--- src/sv/rsp_fifo.sv ---
// Small register queue between the front and back parts.
module rsp_fifo #(
  parameter int W     = 8,
  parameter int DEPTH = 4
) (
  input  logic         clk,
  input  logic         rst_n,
  input  logic         push,
  input  logic [W-1:0] din,
  output logic         full,
  input  logic         pop,
  output logic [W-1:0] dout,
  output logic         empty
);

  localparam int PTR_W = (DEPTH > 1) ? $clog2(DEPTH) : 1;
  localparam int CNT_W = $clog2(DEPTH + 1);

  logic [W-1:0]     mem_r [DEPTH];
  logic [PTR_W-1:0] wp_r, wp_nxt, rp_r, rp_nxt;
  logic [CNT_W-1:0] cnt_r, cnt_nxt;

  assign full  = (cnt_r == CNT_W'(DEPTH));
  assign empty = (cnt_r == '0);
  assign dout  = mem_r[rp_r];

  always_comb begin
    wp_nxt  = wp_r;
    rp_nxt  = rp_r;
    cnt_nxt = cnt_r;
    if (push) begin
      wp_nxt = (wp_r == PTR_W'(DEPTH - 1)) ? '0 : wp_r + PTR_W'(1);
    end
    if (pop) begin
      rp_nxt = (rp_r == PTR_W'(DEPTH - 1)) ? '0 : rp_r + PTR_W'(1);
    end
    if (push && !pop) begin
      cnt_nxt = cnt_r + CNT_W'(1);
    end else if (pop && !push) begin
      cnt_nxt = cnt_r - CNT_W'(1);
    end
  end

  always_ff @(posedge clk) begin
    if (!rst_n) begin
      wp_r  <= '0;
      rp_r  <= '0;
      cnt_r <= '0;
    end else begin
      wp_r  <= wp_nxt;
      rp_r  <= rp_nxt;
      cnt_r <= cnt_nxt;
    end
  end

  always_ff @(posedge clk) begin
    if (push) begin
      mem_r[wp_r] <= din;
    end
  end

endmodule

--- config.mk ---
export PLATFORM = sky130hd
export DESIGN_NAME = rsp_fifo
export DESIGN_NICKNAME = d
export VERILOG_FILES = /design/src/sv/rsp_fifo.sv
export SDC_FILE = /design/constraint.sdc
export NUM_CORES = 1
export LEC_CHECK = 0
export BUFFER_PORTS_ARGS = -buffer_cell sky130_fd_sc_hd__buf_2
export CAP_MARGIN = 40
export CORE_ASPECT_RATIO = 0.7
export CORE_MARGIN = 10
export CORE_UTILIZATION = 25
export DETAILED_ROUTE_END_ITERATION = 16
export PLACE_DENSITY = 0.52
export SLEW_MARGIN = 20
export SYNTH_ARGS = -nofsm -noshare
export SYNTH_HDL_FRONTEND = slang
export SYNTH_SLANG_ARGS = --single-unit
--- constraint.sdc ---
create_clock -name clk -period 1.63 [get_ports clk]
set_input_delay 0.4075 -clock clk [delete_from_list [all_inputs] [get_ports clk]]
set_output_delay 0.4075 -clock clk [all_outputs]
set_load 0.02 [all_outputs]
==> flow_metrics.env, run 1 <==
export IMPL_status="finished, violations left"
export IMPL_violations="negative setup slack"
export IMPL_n_antenna_cell=0
export IMPL_clk_pin_slew_worst_paths_ns=0.07
export IMPL_final_util=0.329
export IMPL_yosys_top_cells_area="edfxtp_1 59%, dfxtp_1 11%, mux4_2 11%"
export IMPL_startpoint_type="flop"
export IMPL_drive_gt1_frac=0.385
export IMPL_layout_commonest_cell="edfxtp_1"
export IMPL_place_ws_ns=-0.232
export IMPL_gr_usage_all_layers=0.0655
export IMPL_cts_root_buffer="clkbuf_8"
export IMPL_io_pins=22
export IMPL_avgSynthCellArea_um2=18.8
export IMPL_cp_end_kind="output port"
export IMPL_design_core_area_mm2=0.00625
export IMPL_crit_type="flop to output port"
export IMPL_fmax_mhz=543
export IMPL_routedWlPerCell_um=14.5
export IMPL_finalSetupViolCount=8
export IMPL_final_max_slew_violation_count=0
export IMPL_ys_seq_area_frac=0.706
export IMPL_setup_ws_ns=-0.210
export IMPL_cts_tree="built"
export IMPL_hp_class="input port to flop"
export IMPL_grt_max_degree=13
export IMPL_p_per_area_mw_per_mm2=1130
export IMPL_start_util=0.259
export IMPL_grt_pass1_vias=924
export IMPL_maxSlewHeadroom=0.863
export IMPL_syn_area_mm2=0.00162
export IMPL_dpl_hpwl_um=2160
export IMPL_initialDrtViolationCount=17
export IMPL_antenna_found_initial=0
export IMPL_critPathMaxStageDelay_ns=0.52
export IMPL_cts_buffers=5
export IMPL_maxCapViolCount=0
export IMPL_grt_ovfl_total=0
export IMPL_post_cts_repair_setup_buffers=0
export IMPL_leakage_nw=0.752
export IMPL_finalHoldViolCount=0
export IMPL_grt_pass1_wl_um=4750
export IMPL_final_setup_tns_ns=-1.57
export IMPL_clock_path_buffers=2
export IMPL_wirelength_um=2890
export IMPL_max_vdd_ir_drop_v=0.000335
export IMPL_crit_chain="buf_12, mux4_2, buf_6"
export IMPL_htree_levels=2
export IMPL_syn_inst=86
export IMPL_cp_max_fo=8
export IMPL_die_area_mm2=0.0101
export IMPL_rsz0062_at_grt="yes"
export IMPL_slowest_stage="mux4_2"
export IMPL_place_port_buffers=21
export IMPL_cts_resized=17
export IMPL_postCtsHoldBufs=0
export IMPL_chipHeight_um=87.3
export IMPL_fin_crit_ns=1.84
export IMPL_yosys_warnings=0
export IMPL_drt_pass1_iter_count=4
export IMPL_synth_area_leader_cell="edfxtp_1"
export IMPL_fin_worst_skew_ns=0.00226
export IMPL_viasPerCell=4.17
export IMPL_worst_pin_slew_ns=0.205
export IMPL_synth_cell_types=20
export IMPL_final_cell_mix="32 x edfxtp_1, 13 x buf_2, 8 x mux4_2, 8 x dfxtp_1, 8 x buf_6"
export IMPL_nets=140
export IMPL_cp_data_arrival_time_ns=1.43
export IMPL_gp_congestion=0.657
export IMPL_ant_nets=0
export IMPL_ys_ff_latch=41
export IMPL_vias=833
export IMPL_die_w_um=116
export IMPL_fin_crit_sh=1.13
export IMPL_clkSinkCount=41
export IMPL_syn_nets=105
export IMPL_fill_cells=621
export IMPL_drc_errors=0
export IMPL_rows=24
export IMPL_worstSkewPairLatency_ns=0.28
export IMPL_worstPathRequired_ns=1.22
export IMPL_syn2layout_area_growth_pct=27.3
export IMPL_synth_top_cell_area_share=0.595
==> worst max-delay path: cells and delay by family (launching register included) <==
family	cells	cell delay [ns]
multiplexers	1	0.52
buffers and inverters	2	0.29
flip-flops	1	0.34
==> power by group <==
part / internal, mW / switching (mW)
clock network: 0.452 / 0.310
logic: 0.180 / 0.171
registers: 1.19 / 0.0328
==> flip-flops by register name (all words and copies together) (netlist names), named ones only <==
register and flops:
mem_r 32, rp_r 2, wp_r 2, cnt_r 3
==> routing by layer <==
metal	global-route usage	wire, um	part of all wire
met3	0.0324	190	0.066
met4	0.0340	55	0.019
met1	0.0728	1270	0.44
met5	0	0	0
met2	0.102	1370	0.48
==> cell type report <==
cell class,instances,area [um2],share of cell area
repair buffers,30,248,0.120
flip-flops and latches,41,1140,0.555
multi-input cells,39,448,0.218
clock buffers,6,72.6,0.0353
clock inverters,2,33.8,0.0164
well taps,78,97.6,0.0474
inverters,4,15.0,0.00730
==> synthesized netlist by cell type <==
cell	number
mux2i_1	4
ha_1	6
buf_6	1
nor2b_1	5
fa_1	1
nor3_1	2
and2_1	5
clkbuf_2	1
o21a_1	1
or3_1	1
xnor2_1	1
mux4_2	8
nor2_1	1
dfxtp_1	9
a21boi_1	1
edfxtp_1	32
xor2_1	1
inv_1	4
o21ai_0	1
nor3b_1	1
==> kinds of logic (layout without fill, tap and decap cells) <==
| kind of cell | Yosys count | after routing | synth area share |
|---|---|---|---|
| DFF | 41 | 41 | 0.706 |
| AOI/OAI and AO/OA | 3 | 3 | 0.0124 |
| adders and majority gates | 7 | 7 | 0.0589 |
| xor gates and xnor gates | 2 | 2 | 0.0108 |
| and+or+nand+nor | 15 | 15 | 0.0558 |
| buffers and inverters | 6 | 42 | 0.0194 |
| muxes | 12 | 12 | 0.136 |
==> worst paths after layout <==
check	start	endpoint	slack [ns]	cells after the start
max reg2reg	cnt_r[0]	cnt_r[2]	0.19	4
min	din[6]	mem_r[0][6]	0.34	1
max	flop	dout[4]	-0.21	3
min reg2reg	cnt_r[2]	cnt_r[2]	0.52	2
==> stage by stage <==
stage	instance area (um2)	total power [mW]	std cells	hold slack [ns]
after floorplan	1620	1.44	86	0.469
after global placement	1900	1.55	192	0.479
after detailed placement	1900	1.57	192	0.513
after CTS	2060	2.38	200	0.324
after global routing	2060	2.47	200	0.320
final	2060	2.33	200	0.337
Note: power is estimated with default switching activity, not from simulation.
==> run 2: changes to the inputs <==
- CELL_PAD_IN_SITES_DETAIL_PLACEMENT: unset -> 0
- CELL_PAD_IN_SITES_GLOBAL_PLACEMENT: unset -> 1
- PLACE_DENSITY: 0.52 -> 0.57
- SKIP_CTS_REPAIR_TIMING: unset -> 1
==> flow_metrics.env, run 2 (synthesis gave the netlist of run 1 again) <==
export IMPL_top_usage_layer="met2"
export IMPL_p_per_area_mw_per_mm2=1150
export IMPL_drive_gt1_frac=0.397
export IMPL_cts_tree="built"
export IMPL_final_area_mm2=0.00206
export IMPL_grt_pass1_vias=881
export IMPL_min_to="mem_r[2][0]"
export IMPL_max_vdd_ir_drop_v=0.000374
export IMPL_fmax_mhz=539
export IMPL_die_w_um=116
export IMPL_status="finished, violations left"
export IMPL_htree_levels=2
export IMPL_viasPerCell=4.05
export IMPL_maxCapViolCount=0
export IMPL_design_core_area_mm2=0.00625
export IMPL_clock_path_buffers=2
export IMPL_nets=139
export IMPL_gp_congestion=0.686
export IMPL_crit_type="flop to output port"
export IMPL_wirelength_um=2750
export IMPL_vias=805
export IMPL_cp_end_kind="output port"
export IMPL_drt_pass1_iter_count=2
export IMPL_chipHeight_um=87.3
export IMPL_ant_nets=0
export IMPL_grt_met1_usage=0.0727
export IMPL_syn2layout_area_growth_pct=27.4
export IMPL_setup_ws_ns=-0.226
export IMPL_dpl_hpwl_um=2030
export IMPL_grt_max_degree=15
export IMPL_hp_class="input port to flop"
export IMPL_maxSlewHeadroom=0.868
export IMPL_rrSetupSlack_ns=0.21
export IMPL_final_max_slew_violation_count=0
export IMPL_layout_commonest_cell="edfxtp_1"
export IMPL_cts_buffers=5
export IMPL_leakage_nw=0.749
export IMPL_grtUsageMet3=0.0269
export IMPL_clkSinkCount=41
export IMPL_cp_max_fo=8
export IMPL_worstHoldStart="din[0]"
export IMPL_final_util=0.330
export IMPL_worstPathRequired_ns=1.22
export IMPL_regMostFlops="mem_r"
export IMPL_antenna_found_initial=0
export IMPL_r2r_start="cnt_r[0]"
export IMPL_r2r_end="cnt_r[2]"
export IMPL_cts_root_buffer="clkbuf_8"
export IMPL_start_util=0.259
export IMPL_routedWlPerCell_um=13.8
export IMPL_fin_worst_skew_ns=0.00878
export IMPL_gr_usage_all_layers=0.0598
export IMPL_rows=24
export IMPL_final_cell_mix="32 x edfxtp_1, 13 x buf_2, 8 x mux4_2, 8 x dfxtp_1, 8 x buf_6"
export IMPL_worstSkewPairLatency_ns=0.29
export IMPL_startpoint_type="flop"
export IMPL_use_met2=0.0922
export IMPL_clk_pin_slew_worst_paths_ns=0.08
export IMPL_place_port_buffers=21
export IMPL_final_setup_tns_ns=-1.71
export IMPL_power_mw=2.37
export IMPL_worst_pin_slew_ns=0.197
export IMPL_reg2regPathDepth=4
export IMPL_die_area_mm2=0.0101
export IMPL_n_antenna_cell=0
export IMPL_largest_reg_flops=32
export IMPL_hold_depth=1
export IMPL_rsz0062_at_grt="yes"
export IMPL_finalHoldViolCount=0
export IMPL_grt_ovfl_total=0
export IMPL_reg_top3="mem_r x32, cnt_r x3"
export IMPL_violations="negative setup slack"
export IMPL_cp_data_arrival_time_ns=1.45
export IMPL_initialDrtViolationCount=15
export IMPL_io_pins=22
export IMPL_finalSetupViolCount=8
export IMPL_place_ws_ns=-0.207
export IMPL_fin_crit_sh=1.14
export IMPL_drc_errors=0
export IMPL_fin_crit_ns=1.86
export IMPL_placed_area_mm2=0.00189
export IMPL_grt_pass1_wl_um=4480
-- run 2: how the worst max path moves through the flow --
stage	slack (ns)	to	depth (start not counted)	from
floorplan	0.01	cnt_r[2]	7	pop
global placement	-0.14	cnt_r[2]	8	pop
detailed placement	-0.21	cnt_r[2]	8	pop
CTS	-0.30	dout[7]	3	flop
global route	-0.28	dout[7]	3	flop
finish	-0.23	dout[3]	3	flop
-- run 2: final cells by class --
type                            count  area, um2
Clock buffer                        5       68.8
Clock inverter                      3       46.3
Fill cell                         618       4190
Inverter                            4       15.0
Multi-Input combinational cell     39        448
Sequential cell                    41       1140
Tap cell                           78       97.6
Timing Repair Buffer               29        240
-- run 2: worst max-delay path: stages, from the launching register on --
cell and delay [ns]:
dfxtp_2 0.35, buf_12 0.14, mux4_2 0.52, buf_6 0.15
-- run 2: routing by layer --
| metal | up-vias | share of wire | routed length (um) |
|---|---|---|---|
| met2 | 15 | 0.49 | 1350 |
| li1 | 393 | - | - |
| met1 | 395 | 0.46 | 1280 |
| met4 | 0 | 0.0047 | 13 |
| met5 | - | 0 | 0 |
| met3 | 2 | 0.039 | 108 |
-- run 2: metrics by stage --
step	instances	hold WS, ns
2_1_floorplan	86	0.469
3_3_place_gp	191	0.485
3_5_place_dp	191	0.501
4_1_cts	199	0.321
5_1_grt	199	0.324
6_report	199	0.330
-- run 2: power by group --
group / switching (mW) / internal, mW
registers: 0.0315 / 1.19
clock network: 0.344 / 0.458
logic: 0.169 / 0.180
==> run 3: changes to the inputs <==
- RECOVER_POWER: unset -> 100
==> flow_metrics.env, run 3 (synthesis gave the netlist of run 1 again) <==
export IMPL_cp_top_family="multiplexers"
export IMPL_regMostFlops="mem_r"
export IMPL_cts_root_buffer="clkbuf_8"
export IMPL_worstSkewPairLatency_ns=0.29
export IMPL_worstPathRequired_ns=1.22
export IMPL_hp_class="input port to flop"
export IMPL_worst_pin_slew_ns=0.260
export IMPL_seqPwrFrac=0.517
export IMPL_rsz0062_at_grt="yes"
export IMPL_finalNonFillerCells=199
export IMPL_io_pins=22
export IMPL_max_vdd_ir_drop_v=0.000377
export IMPL_leakage_nw=0.715
export IMPL_clkSinkCount=41
export IMPL_startpoint_type="flop"
export IMPL_die_area_mm2=0.0101
export IMPL_intPower_mw=1.81
export IMPL_grt_pass1_wl_um=4480
export IMPL_die_w_um=116
export IMPL_cp_max_fo=8
export IMPL_syn2layout_area_growth_pct=25.9
export IMPL_p_per_area_mw_per_mm2=1160
export IMPL_cts_tree="built"
export IMPL_rows=24
export IMPL_final_area_mm2=0.00203
export IMPL_routedWlPerCell_um=13.7
export IMPL_final_max_slew_violation_count=0
export IMPL_setup_ws_ns=-0.224
export IMPL_drive_gt1_frac=0.306
export IMPL_drc_errors=0
export IMPL_design_core_area_mm2=0.00625
export IMPL_violations="negative setup slack"
export IMPL_clock_path_buffers=2
export IMPL_critPathMaxStageDelay_ns=0.52
export IMPL_n_antenna_cell=0
export IMPL_crit_buf_inv=2
export IMPL_fin_crit_ns=1.85
export IMPL_finalHoldViolCount=0
export IMPL_grt_pass1_vias=881
export IMPL_swShare=0.231
export IMPL_slowest_stage="mux4_2"
export IMPL_crit_type="flop to output port"
export IMPL_viasPerCell=4.03
export IMPL_ant_nets=0
export IMPL_p_comb_frac=0.143
export IMPL_gp_congestion=0.686
export IMPL_reg_top3="mem_r x32, cnt_r x3"
export IMPL_maxCapViolCount=0
export IMPL_grt_ovfl_total=0
export IMPL_wirelength_um=2730
export IMPL_antenna_found_initial=0
export IMPL_grt_max_degree=15
export IMPL_power_mw=2.36
export IMPL_vias=802
export IMPL_finalSetupViolCount=8
export IMPL_initialDrtViolationCount=17
export IMPL_hold_worst_slack_ns=0.371
export IMPL_final_setup_tns_ns=-1.69
export IMPL_fmax_mhz=539
export IMPL_htree_levels=2
export IMPL_nets=139
export IMPL_power_switching_uw=546
export IMPL_largest_reg_flops=32
export IMPL_cts_buffers=5
export IMPL_place_port_buffers=21
export IMPL_layout_commonest_cell="edfxtp_1"
export IMPL_status="finished, violations left"
export IMPL_start_util=0.259
export IMPL_chipHeight_um=87.3
export IMPL_gr_usage_all_layers=0.0598
export IMPL_placed_area_mm2=0.00189
export IMPL_place_inst=191
export IMPL_dpl_hpwl_um=2030
export IMPL_cp_end_kind="output port"
export IMPL_power_frac_clock=0.341
export IMPL_clk_pin_slew_worst_paths_ns=0.08
export IMPL_cp_data_arrival_time_ns=1.45
export IMPL_maxSlewHeadroom=0.827
export IMPL_drt_pass1_iter_count=4
export IMPL_fin_worst_skew_ns=0.00841
export IMPL_fin_crit_sh=1.14
export IMPL_crit_chain="buf_12, mux4_2, buf_6"
export IMPL_final_cell_mix="32 x edfxtp_1, 10 x clkbuf_1, 8 x mux4_2, 8 x dfxtp_1, 8 x buf_6"
run 3: cell count changes in the layout (fill, tap and decap cells not counted):
cell and delta:
and2_0 +4, clkbuf_2 +4, buf_2 -10, and2_1 -4, buf_4 -4, ha_2 -1, ha_1 +1, a21boi_1 -1
clkbuf_1 +10, a21boi_0 +1
run 3: per-layer routing:
layer  vias up  global-route usage  part of all wire
met3         2              0.0269             0.046
met4         0              0.0204            0.0048
li1        395                   -                 -
met5         -                   0                 0
met1       390              0.0727              0.46
met2        15              0.0922              0.49
run 3: path summary, 6_finish.rpt:
kind	from	to	slack, ns	depth (start not counted)
max	flop	dout[3]	-0.22	3
min	din[0]	mem_r[2][0]	0.37	1
min reg2reg	cnt_r[2]	cnt_r[2]	0.53	2
max reg2reg	cnt_r[0]	cnt_r[2]	0.18	4
run 3: cell type report:
type | instances | area (um2)
clock buffer | 5 | 68.8
clock inverter | 3 | 46.3
fill | 622 | 4210
inverter | 4 | 15.0
multi-input combinational | 39 | 445
sequential | 41 | 1140
tap | 78 | 97.6
timing repair buffer | 29 | 218
run 3: through the flow:
stage | utilization | setup slack [ns]
floorplan | - | 0.0102
global placement | 0.303 | -0.140
detailed placement | 0.303 | -0.207
CTS | 0.321 | -0.295
global route | 0.326 | -0.281
finish | 0.326 | -0.224
run 3: power groups by stage:
stage	clock network (mW)	logic [mW]	registers, mW
6_report	0.804	0.336	1.22
5_1_grt	0.878	0.371	1.23
4_1_cts	0.826	0.323	1.22
3_5_place_dp	0	0.320	1.24
3_3_place_gp	0	0.311	1.24
2_1_floorplan	0	0.200	1.24
