$ cat src/sv/rsp_pkg.sv
// Shared constants and types of the resampling sample player.
package rsp_pkg;

  localparam int DEF_MAX_SAMPLES  = 65536;
  localparam int DEF_MAX_CHANNELS = 2;
  localparam int DEF_FRAC_BITS    = 16;

  localparam int POS_W     = 40;
  localparam int RATE_W    = 24;
  localparam int IP_W      = POS_W + RATE_W - 16;
  localparam int MOD_STEPS = 4;
  localparam int MOD_STG   = IP_W / MOD_STEPS;
  localparam int CNT_MAX_W = 21;
  localparam int CFG_IDX_W = 3;
  localparam int CFG_DAT_W = 24;
  localparam int FIFO_DEPTH = 4;

  localparam logic [CFG_IDX_W-1:0] REG_RATE  = 3'd0;
  localparam logic [CFG_IDX_W-1:0] REG_LOOP  = 3'd1;
  localparam logic [CFG_IDX_W-1:0] REG_GAIN  = 3'd2;
  localparam logic [CFG_IDX_W-1:0] REG_COUNT = 3'd3;
  localparam logic [CFG_IDX_W-1:0] REG_CHANS = 3'd4;

  localparam logic [15:0] GAIN_MAX = 16'd32768;

  typedef struct packed {
    logic [RATE_W-1:0]    rate;
    logic                 loop_en;
    logic [15:0]          gain;
    logic [CNT_MAX_W-1:0] count;
    logic [2:0]           nch_m1;
  } cfg_t;

endpackage

$ cat src/sv/rsp_front.sv
// Front part: accept items, scale position, reduce index, classify.
module rsp_front import rsp_pkg::*; #(
  parameter int MAX_SAMPLES  = DEF_MAX_SAMPLES,
  parameter int MAX_CHANNELS = DEF_MAX_CHANNELS,
  parameter int FRAC_BITS    = DEF_FRAC_BITS,
  parameter int QW           = 8
) (
  input  logic             clk,
  input  logic             rst_n,
  input  cfg_t             cfg,
  input  logic             in_valid,
  output logic             in_ready,
  input  logic             in_req_type,
  input  logic             in_chan,
  input  logic [15:0]      in_load_index,
  input  logic [15:0]      in_load_value,
  input  logic [POS_W-1:0] in_host_position,
  output logic             q_push,
  input  logic             q_full,
  output logic [QW-1:0]    q_data
);

  localparam int IDX_W  = $clog2(MAX_SAMPLES);
  localparam int CNT_W  = $clog2(MAX_SAMPLES + 1);
  localparam int CH_W   = (MAX_CHANNELS > 1) ? $clog2(MAX_CHANNELS) : 1;
  localparam int ADDR_W = CH_W + IDX_W;
  localparam int HALF   = POS_W / 2;
  localparam int PP_W   = HALF + RATE_W;

  typedef struct packed {
    logic        req;
    logic        chan;
    logic [15:0] lidx;
    logic [15:0] lval;
    logic [15:0] frac;
  } tag_t;

  typedef struct packed {
    logic                 render;
    logic                 wr;
    logic                 zero;
    logic                 last;
    logic [ADDR_W-1:0]    addr;
    logic [FRAC_BITS-1:0] fw;
    logic [15:0]          lval;
  } q_item_t;

  logic                adv;
  logic [CNT_W-1:0]    cnt;
  logic [CH_W-1:0]     nch_m1;

  logic                v1_r;
  tag_t                tag1_r;
  logic [PP_W-1:0]     pph_r, ppl_r;
  logic                v2_r;
  tag_t                tag2_r;
  logic [IP_W-1:0]     ip2_r;
  logic [2*PP_W:0]     prod;

  logic                mv_r   [MOD_STG];
  tag_t                mtag_r [MOD_STG];
  logic [IP_W-1:0]     mdvd_r [MOD_STG];
  logic [CNT_W-1:0]    mrem_r [MOD_STG];
  logic                mpast_r[MOD_STG];
  logic [IDX_W-1:0]    milo_r [MOD_STG];

  tag_t                ft;
  logic [IDX_W-1:0]    idx;
  logic [CH_W-1:0]     src_ch;
  logic [FRAC_BITS+15:0] fw_ext;
  q_item_t             qi;

  assign cnt    = CNT_W'(cfg.count);
  assign nch_m1 = CH_W'(cfg.nch_m1);
  assign adv    = !(mv_r[MOD_STG-1] && q_full);
  assign in_ready = adv;
  assign prod   = (2*PP_W+1)'({pph_r, HALF'(0)}) + (2*PP_W+1)'(ppl_r);

  always_ff @(posedge clk) begin
    if (!rst_n) begin
      v1_r <= 1'b0;
      v2_r <= 1'b0;
    end else if (adv) begin
      v1_r <= in_valid;
      v2_r <= v1_r;
    end
  end

  always_ff @(posedge clk) begin
    if (adv) begin
      tag1_r.req  <= in_req_type;
      tag1_r.chan <= in_chan;
      tag1_r.lidx <= in_load_index;
      tag1_r.lval <= in_load_value;
      tag1_r.frac <= '0;
      pph_r <= PP_W'(in_host_position[POS_W-1:HALF] * cfg.rate);
      ppl_r <= PP_W'(in_host_position[HALF-1:0] * cfg.rate);
      tag2_r      <= {tag1_r.req, tag1_r.chan, tag1_r.lidx, tag1_r.lval, prod[15:0]};
      ip2_r       <= prod[IP_W+15:16];
    end
  end

  function automatic logic [CNT_W+IP_W-1:0] mod_steps(
    input logic [CNT_W-1:0] rem_i,
    input logic [IP_W-1:0]  dvd_i,
    input logic [CNT_W-1:0] d
  );
    logic [CNT_W-1:0] rem;
    logic [IP_W-1:0]  dvd;
    logic [CNT_W:0]   t;
    rem = rem_i;
    dvd = dvd_i;
    for (int j = 0; j < MOD_STEPS; j++) begin
      t   = {rem, dvd[IP_W-1]};
      dvd = {dvd[IP_W-2:0], 1'b0};
      if (t >= {1'b0, d}) begin
        rem = CNT_W'(t - {1'b0, d});
      end else begin
        rem = t[CNT_W-1:0];
      end
    end
    return {rem, dvd};
  endfunction

  for (genvar k = 0; k < MOD_STG; k++) begin : g_mod
    logic                  v_in;
    tag_t                  tag_in;
    logic [IP_W-1:0]       dvd_in;
    logic [CNT_W-1:0]      rem_in;
    logic                  past_in;
    logic [IDX_W-1:0]      ilo_in;
    logic [CNT_W+IP_W-1:0] res;

    if (k == 0) begin : g_first
      assign v_in    = v2_r;
      assign tag_in  = tag2_r;
      assign dvd_in  = ip2_r;
      assign rem_in  = '0;
      assign past_in = (ip2_r >= IP_W'(cnt));
      assign ilo_in  = ip2_r[IDX_W-1:0];
    end else begin : g_rest
      assign v_in    = mv_r[k-1];
      assign tag_in  = mtag_r[k-1];
      assign dvd_in  = mdvd_r[k-1];
      assign rem_in  = mrem_r[k-1];
      assign past_in = mpast_r[k-1];
      assign ilo_in  = milo_r[k-1];
    end

    assign res = mod_steps(rem_in, dvd_in, cnt);

    always_ff @(posedge clk) begin
      if (!rst_n) begin
        mv_r[k] <= 1'b0;
      end else if (adv) begin
        mv_r[k] <= v_in;
      end
    end

    always_ff @(posedge clk) begin
      if (adv) begin
        mtag_r[k]  <= tag_in;
        mdvd_r[k]  <= res[IP_W-1:0];
        mrem_r[k]  <= res[CNT_W+IP_W-1:IP_W];
        mpast_r[k] <= past_in;
        milo_r[k]  <= ilo_in;
      end
    end
  end

  always_comb begin
    ft     = mtag_r[MOD_STG-1];
    idx    = cfg.loop_en ? mrem_r[MOD_STG-1][IDX_W-1:0] : milo_r[MOD_STG-1];
    src_ch = (CH_W'(ft.chan) < nch_m1) ? CH_W'(ft.chan) : nch_m1;
    fw_ext = {ft.frac, FRAC_BITS'(0)};
    qi.render = ft.req;
    qi.wr     = !ft.req && (32'(ft.lidx) < MAX_SAMPLES) && (32'(ft.chan) < MAX_CHANNELS);
    qi.zero   = (cnt == '0) || (!cfg.loop_en && mpast_r[MOD_STG-1]);
    qi.last   = ((CNT_W'(idx) + CNT_W'(1)) == cnt);
    qi.addr   = ft.req ? {src_ch, idx} : {CH_W'(ft.chan), IDX_W'(ft.lidx)};
    qi.fw     = fw_ext[FRAC_BITS+15:16];
    qi.lval   = ft.lval;
  end

  assign q_push = mv_r[MOD_STG-1] && !q_full;
  assign q_data = QW'(qi);

endmodule

$ cat config.mk
export PLATFORM = sky130hd
export DESIGN_NAME = rsp_front
export DESIGN_NICKNAME = d
export VERILOG_FILES = /design/src/sv/rsp_pkg.sv /design/src/sv/rsp_front.sv
export SDC_FILE = /design/constraint.sdc
export NUM_CORES = 1
export LEC_CHECK = 0
export ABC_AREA = 1
export BUFFER_PORTS_ARGS = -buffer_cell sky130_fd_sc_hd__buf_2
export CAP_MARGIN = 20
export CORE_UTILIZATION = 50
export CTS_BUF_LIST = sky130_fd_sc_hd__clkbuf_4
export CTS_CLUSTER_DIAMETER = 120
export DETAILED_ROUTE_END_ITERATION = 10
export PLACE_DENSITY = 0.82
export RECOVER_POWER = 25
export SYNTH_ARGS = -nofsm -noshare
export SYNTH_HDL_FRONTEND = slang
export SYNTH_SLANG_ARGS = --single-unit
$ cat constraint.sdc
create_clock -name clk -period 3.8 [get_ports clk]
set_clock_uncertainty 0.1 [all_clocks]
set_input_delay 0.19 -clock clk [delete_from_list [all_inputs] [get_ports clk]]
set_output_delay 0.19 -clock clk [all_outputs]
set_load 0.005 [all_outputs]
==> results of run 1 <==
-- routing by layer --
layer / GRT usage (%) / up-vias / wire length [um]
met5: 0 / - / 0
met4: 7.66 / 0 / 63
met3: 5.98 / 6 / 221
met2: 18.2 / 44 / 2220
met1: 16.4 / 749 / 2160
li1: - / 744 / -
-- final cells by class --
type / count / area, um2 / share of cell area [%]
Inverter: 12 / 45.0 / 0.990
Timing Repair Buffer: 37 / 260 / 5.72
Sequential cell: 126 / 3750 / 82.5
Tap cell: 99 / 124 / 2.72
Multi-Input combinational cell: 25 / 119 / 2.61
Clock inverter: 12 / 98.8 / 2.17
Clock buffer: 20 / 150 / 3.30
-- cells in the final DEF, fill, tap and decap left out, drive strengths merged --
cell	count
dfxtp	3
nand3	4
nor2	12
clkinv	6
bufinv	1
edfxtp	123
buf	23
nand2	6
inv	12
clkinvlp	5
clkbuf	20
dlygate4sd3	14
nand4	3
-- metrics by stage --
| step | std cells | power, uW | utilization, % | cell area [um2] |
|---|---|---|---|---|
| after global placement | 285 | 1660 | 56.2 | 4160 |
| after global routing | 331 | 2530 | 61.4 | 4550 |
| final | 331 | 2430 | 61.4 | 4550 |
| after CTS | 331 | 2460 | 61.4 | 4550 |
| after detailed placement | 285 | 1660 | 56.2 | 4160 |
| after floorplan | 165 | 1640 | - | 3930 |
-- how the worst max path moves through the flow --
stage | from | to | slack, ps
2_1_floorplan | mv_r[11]$_DFFE_PP_ | g_mod[0].tag_in[16]$_DFFE_PN_ | 380
3_3_place_gp | mv_r[11]$_DFFE_PP_ | mtag_r[2][168]$_DFFE_PN_ | 1760
3_5_place_dp | mv_r[11]$_DFFE_PP_ | mtag_r[2][118]$_DFFE_PN_ | 1690
4_1_cts | mv_r[11]$_DFFE_PP_ | mtag_r[0][166]$_DFFE_PN_ | 1680
5_1_grt | mv_r[11]$_DFFE_PP_ | mtag_r[0][166]$_DFFE_PN_ | 1570
6_report | mv_r[11]$_DFFE_PP_ | v1_r$_SDFFE_PN0N_ | 1680
-- sequential cells by signal, summed over array words and instances (netlist names) --
register,flops
g_mod.v_in,1
mtag_r,96
v1_r,1
tag1_r,8
mv_r,12
g_mod.tag_in,8
-- cell families (layout without fill, tap and decap cells) --
| logic type | count (synthesis) | count (layout) | synth area share (%) |
|---|---|---|---|
| flip-flops | 126 | 126 | 95.6 |
| AND/OR/NAND/NOR | 25 | 25 | 2.84 |
| buffers and inverters | 14 | 81 | 1.56 |
-- what timing repair did --
item	4_1_cts	5_1_grt
buffers inserted	0	0
hold endpoints to repair	11	0
hold buffers	14	0
-- report_power, final --
group          total [uW]  internal (uW)  switching [uW]  leakage [uW]
Sequential           1610           1590            19.7       0.00135
Clock                 793            338             455      0.000126
Combinational        28.2           17.4            10.8      0.000209
Total                2430           1950             485       0.00168
==> qor.txt, run 1 <==
Fin crit share = 55.8%
Total global-route track usage = 12.9%
Syn nets = 308
Hold crit path type = input port to register
Die ar. = 8210 um2
Static Leak = 0.00168 uW
Max FO, Critical Path = 7
CTS sink cnt = 126
Status = finished clean
Min Clock Period, post-route = 2120 ps
Layout cell share with drive strength beyond 1 = 24.1%
Site row count = 31
Worst r2r path cells = 5
Hold path startpoint = in_load_value[4]
Gate count after technology mapping = 165
Number of port buffers = 21
Critical R2R Launch = mv_r[11]$_DFFE_PP_
Fin. max-slew vios = 0
Total grt overflow = 0
Final ANT Viol Nets = 0
# setup viols final = 0
Seq/Total Area, Yosys = 95.6%
Routability congestion estimate from global placement = 0.629
Post-CTS sizing = 0
Number of cells on the critical path = 5
TritonRoute pass-1 iters = 4
Reg-to-reg slack, setup = 1680 ps
Setup_tns = 0 ps
Ranking of synthesized cells by area = edfxtp_1 94%, dfxtp_1 1.5%, inv_1 1.1%, nor2_1 1.1%, nand3_1 0.51%
Vias in the first global route = 1557
WP buf/inv = 2
Initial antenna violation count = 0
Via-to-Cell Ratio = 4.66
Drc violations = 0
Ys async rst share = 0%
Setup ws final = 1680 ps
Yosys warnings = 0
Post-synth EDFFs = 123
Hold path depth = 2
Slew headroom = 40.7%
Fin. Hold Viols = 0
Largest area contributor in the netlist = edfxtp_1
ANT cells = 0
Most frequent cells after synthesis = 123 x edfxtp_1, 12 x inv_1, 12 x nor2_1
Clk_lat worst skew = 490 ps
Cell Chain, Critical Path = nand2_2 > nand3_1 > dlygate4sd3_1 > nand2_1 > dlygate4sd3_1
Endpoint class of the critical path = register
RSZ-0062 raised after global routing = false
Cell area after synthesis = 3930 um2
Initial Util = 53.0%
Hold Path End = tag1_r[20]$_DFFE_PN_
Final #Nets = 362
Mean routed wirelength per cell = 14.1 um
Clock slew at reported path FFs = 110 ps
Top-area cell type share of the netlist area = 94.1%
Synth Area per Inst = 23.8 um2
Count leader, synth = edfxtp_1
Largest net degree at the start of global routing = 74
Crit path required time = 4090 ps
Synth cell types = 10
Die X-Extent = 90.6 um
CTS tree = built
Place WS = 1690 ps
CP max-delay cell = dlygate4sd3_1
WP data arrival = 2410 ps
Fillers = 506
Core area = 7410 um2
Clock buffer depth = 2
Delay of the slowest critical-path stage = 550 ps
H-tree Lvls = 4
Post-synthesis sequential element count = 126
DP Wirelength = 2320 um
Via count = 1543
VDD IR max = 0.327 mV
Ys flop type = edfxtp_1
Max Freq = 472 MHz
Area Overhead vs Synth = 15.9%
Hold WS = 303 ps
Global-route wire length before repair = 7480 um
Startpoint types = register
DRT Wirelength = 4660 um
PD cells = 535 nW/um2
Max Cap Violations = 0
CTS root buf = clkbuf_4
Critical path's most frequent cell = dlygate4sd3_1
Cts bufs inserted = 17
R2r endpoint = v1_r$_SDFFE_PN0N_
Die Ht = 90.6 um
DRT iter0 DRCs = 142
WS Path Type = register to register
Io pins = 153
Worst slew pin tran = 889 ps
Delay-heaviest family, CP = buffers and inverters
No activity file was read; power rests on OpenSTA's default activity.
==> run 2: changes to the inputs <==
- clock period: 3.8 -> 2 ns (I/O delays scaled with it)
==> run 2 against run 1 <==
- clock-buffer cell count shrank 2
- power grew 100%
- via count grew 3.0%
- core utilization grew 1.4 points
==> qor.txt, run 2 (synthesized netlist as in run 1, its figures left out) <==
Setup Buffers After CTS = 0
PD cells = 1050 nW/um2
WP data arrival = 1980 ps
Largest net degree at the start of global routing = 30
Fin crit share = 81.0%
Endpoint class of the critical path = register
Cell Chain, Critical Path = nand2_2 > nand3_1 > dlygate4sd3_1 > nand2_1
Number of port buffers = 21
DRT Wirelength = 4620 um
Met1 Use GR = 14.8%
Commonest non-fill, non-tap cell in the layout = edfxtp_1
Hold WS = 212 ps
Cts bufs inserted = 17
Max FO, Critical Path = 7
Hold crit path type = input port to register
TritonRoute pass-1 iters = 4
Startpoint types = register
WS Path Type = register to register
Die X-Extent = 90.6 um
Die ar. = 8210 um2
Crit path required time = 2360 ps
Final #Nets = 364
Routability congestion estimate from global placement = 0.571
RSZ-0062 raised after global routing = false
ANT cells = 0
Total grt overflow = 0
GR peak layer = met2
Min Clock Period, post-route = 1620 ps
Layout cell share with drive strength beyond 1 = 26.1%
Initial Util = 53.0%
Critical R2R Launch = mv_r[11]$_DFFE_PP_
Crit path from = mv_r[11]$_DFFE_PP_
Status = finished clean
Setup ws final = 381 ps
Slew headroom = 66.0%
Area Overhead vs Synth = 18.6%
Drc violations = 0
Place WS = 435 ps
R2r endpoint = v1_r$_SDFFE_PN0N_
Setup_tns = 0 ps
Fin. max-slew vios = 0
Global-route wire length before repair = 7620 um
Vias in the first global route = 1632
CTS sink cnt = 126
Total global-route track usage = 13.3%
DP Wirelength = 2300 um
GRT met2 Usage = 20.5%
Most flops, register = mtag_r
Delay of the slowest critical-path stage = 580 ps
Initial antenna violation count = 0
Clock slew at reported path FFs = 120 ps
Max Cap Violations = 0
Mean routed wirelength per cell = 13.9 um
CP max-delay cell = dlygate4sd3_1
Static Leak = 0.00174 uW
Clock buffer depth = 2
CTS root buf = clkbuf_4
Fillers = 491
Reg-to-reg slack, setup = 380 ps
H-tree Lvls = 4
Fin. Hold Viols = 0
Via count = 1590
Die Ht = 90.6 um
Worst slew pin tran = 509 ps
Commonest cells after routing, fill and taps aside = 123 x edfxtp_1, 21 x buf_2, 18 x clkbuf_4
VDD IR max = 0.652 mV
Crit path capture = v1_r$_SDFFE_PN0N_
CTS tree = built
Clk_lat worst skew = 500 ps
Site row count = 31
Worst r2r path cells = 4
Final ANT Viol Nets = 0
Max Freq = 618 MHz
# setup viols final = 0
Via-to-Cell Ratio = 4.77
Core area = 7410 um2
Io pins = 153
DRT iter0 DRCs = 100
Met3 GRT Util = 7.66%
Largest registers = mtag_r x96, mv_r x12
Largest register FFs = 96
==> run 2: changes by cell type in the layout (fill, tap and decap cells not counted) <==
cell	delta
inv_6	+1
buf_12	+3
bufinv_16	+2
clkbuf_4	-2
dlygate4sd3_1	-1
clkinv_1	-2
clkinvlp_4	-3
clkinv_2	+1
clkinv_4	+3
==> run 2: worst min-delay path by stage <==
| stage | endpoint | cells past startpoint | slack [ps] | startpoint |
|---|---|---|---|---|
| after global routing | tag1_r[20]$_DFFE_PN_ | 2 | 140 | in_load_value[4] |
| after detailed placement | tag1_r[22]$_DFFE_PN_ | 1 | 180 | in_load_value[6] |
| after floorplan | tag1_r[16]$_DFFE_PN_ | 0 | 100 | in_load_value[0] |
| after global placement | tag1_r[21]$_DFFE_PN_ | 1 | 180 | in_load_value[5] |
| after CTS | tag1_r[22]$_DFFE_PN_ | 2 | 150 | in_load_value[6] |
| final | tag1_r[19]$_DFFE_PN_ | 2 | 210 | in_load_value[3] |
==> run 2: where the power goes <==
part | internal, uW | switching, uW
clock | 883 | 898
combinational | 31.8 | 20.6
sequential | 3030 | 38.0
total | 3940 | 957
==> run 2: metrics by stage <==
stage / total power (uW) / instance area (um2) / std cells / utilization [%]
finish: 4900 / 4660 / 333 / 62.8
global route: 5100 / 4660 / 333 / 62.8
CTS: 4960 / 4660 / 333 / 62.8
detailed placement: 3160 / 4220 / 288 / 57.0
global placement: 3150 / 4220 / 288 / 57.0
floorplan: 3120 / 3930 / 165 / -
==> run 2: what timing repair did <==
action / CTS / global route
endpoints found under the hold margin: 20 / 0
resized for setup: 0 / 0
hold buffers: 13 / 0
==> run 2: area by class of cell <==
class,count,area (um2),share of cell area [%]
clock inverter,14,169,3.63
inverter,12,45.0,0.967
clock buffer,18,135,2.90
tap,99,124,2.66
timing repair buffer,39,310,6.66
sequential,126,3750,80.6
multi-input combinational,25,119,2.55
==> run 2: layer usage <==
| metal | routed length, um | part of all wire [%] |
|---|---|---|
| met5 | 0 | 0 |
| met3 | 224 | 4.8 |
| met4 | 55 | 1.2 |
| met1 | 1970 | 43 |
| met2 | 2370 | 51 |
==> run 2: worst max-delay path, delay by kind of cell, from the launching register on <==
| family | cells | cell delay (ps) |
|---|---|---|
| buf+inv | 1 | 580 |
| flops | 1 | 540 |
| simple gates | 3 | 360 |
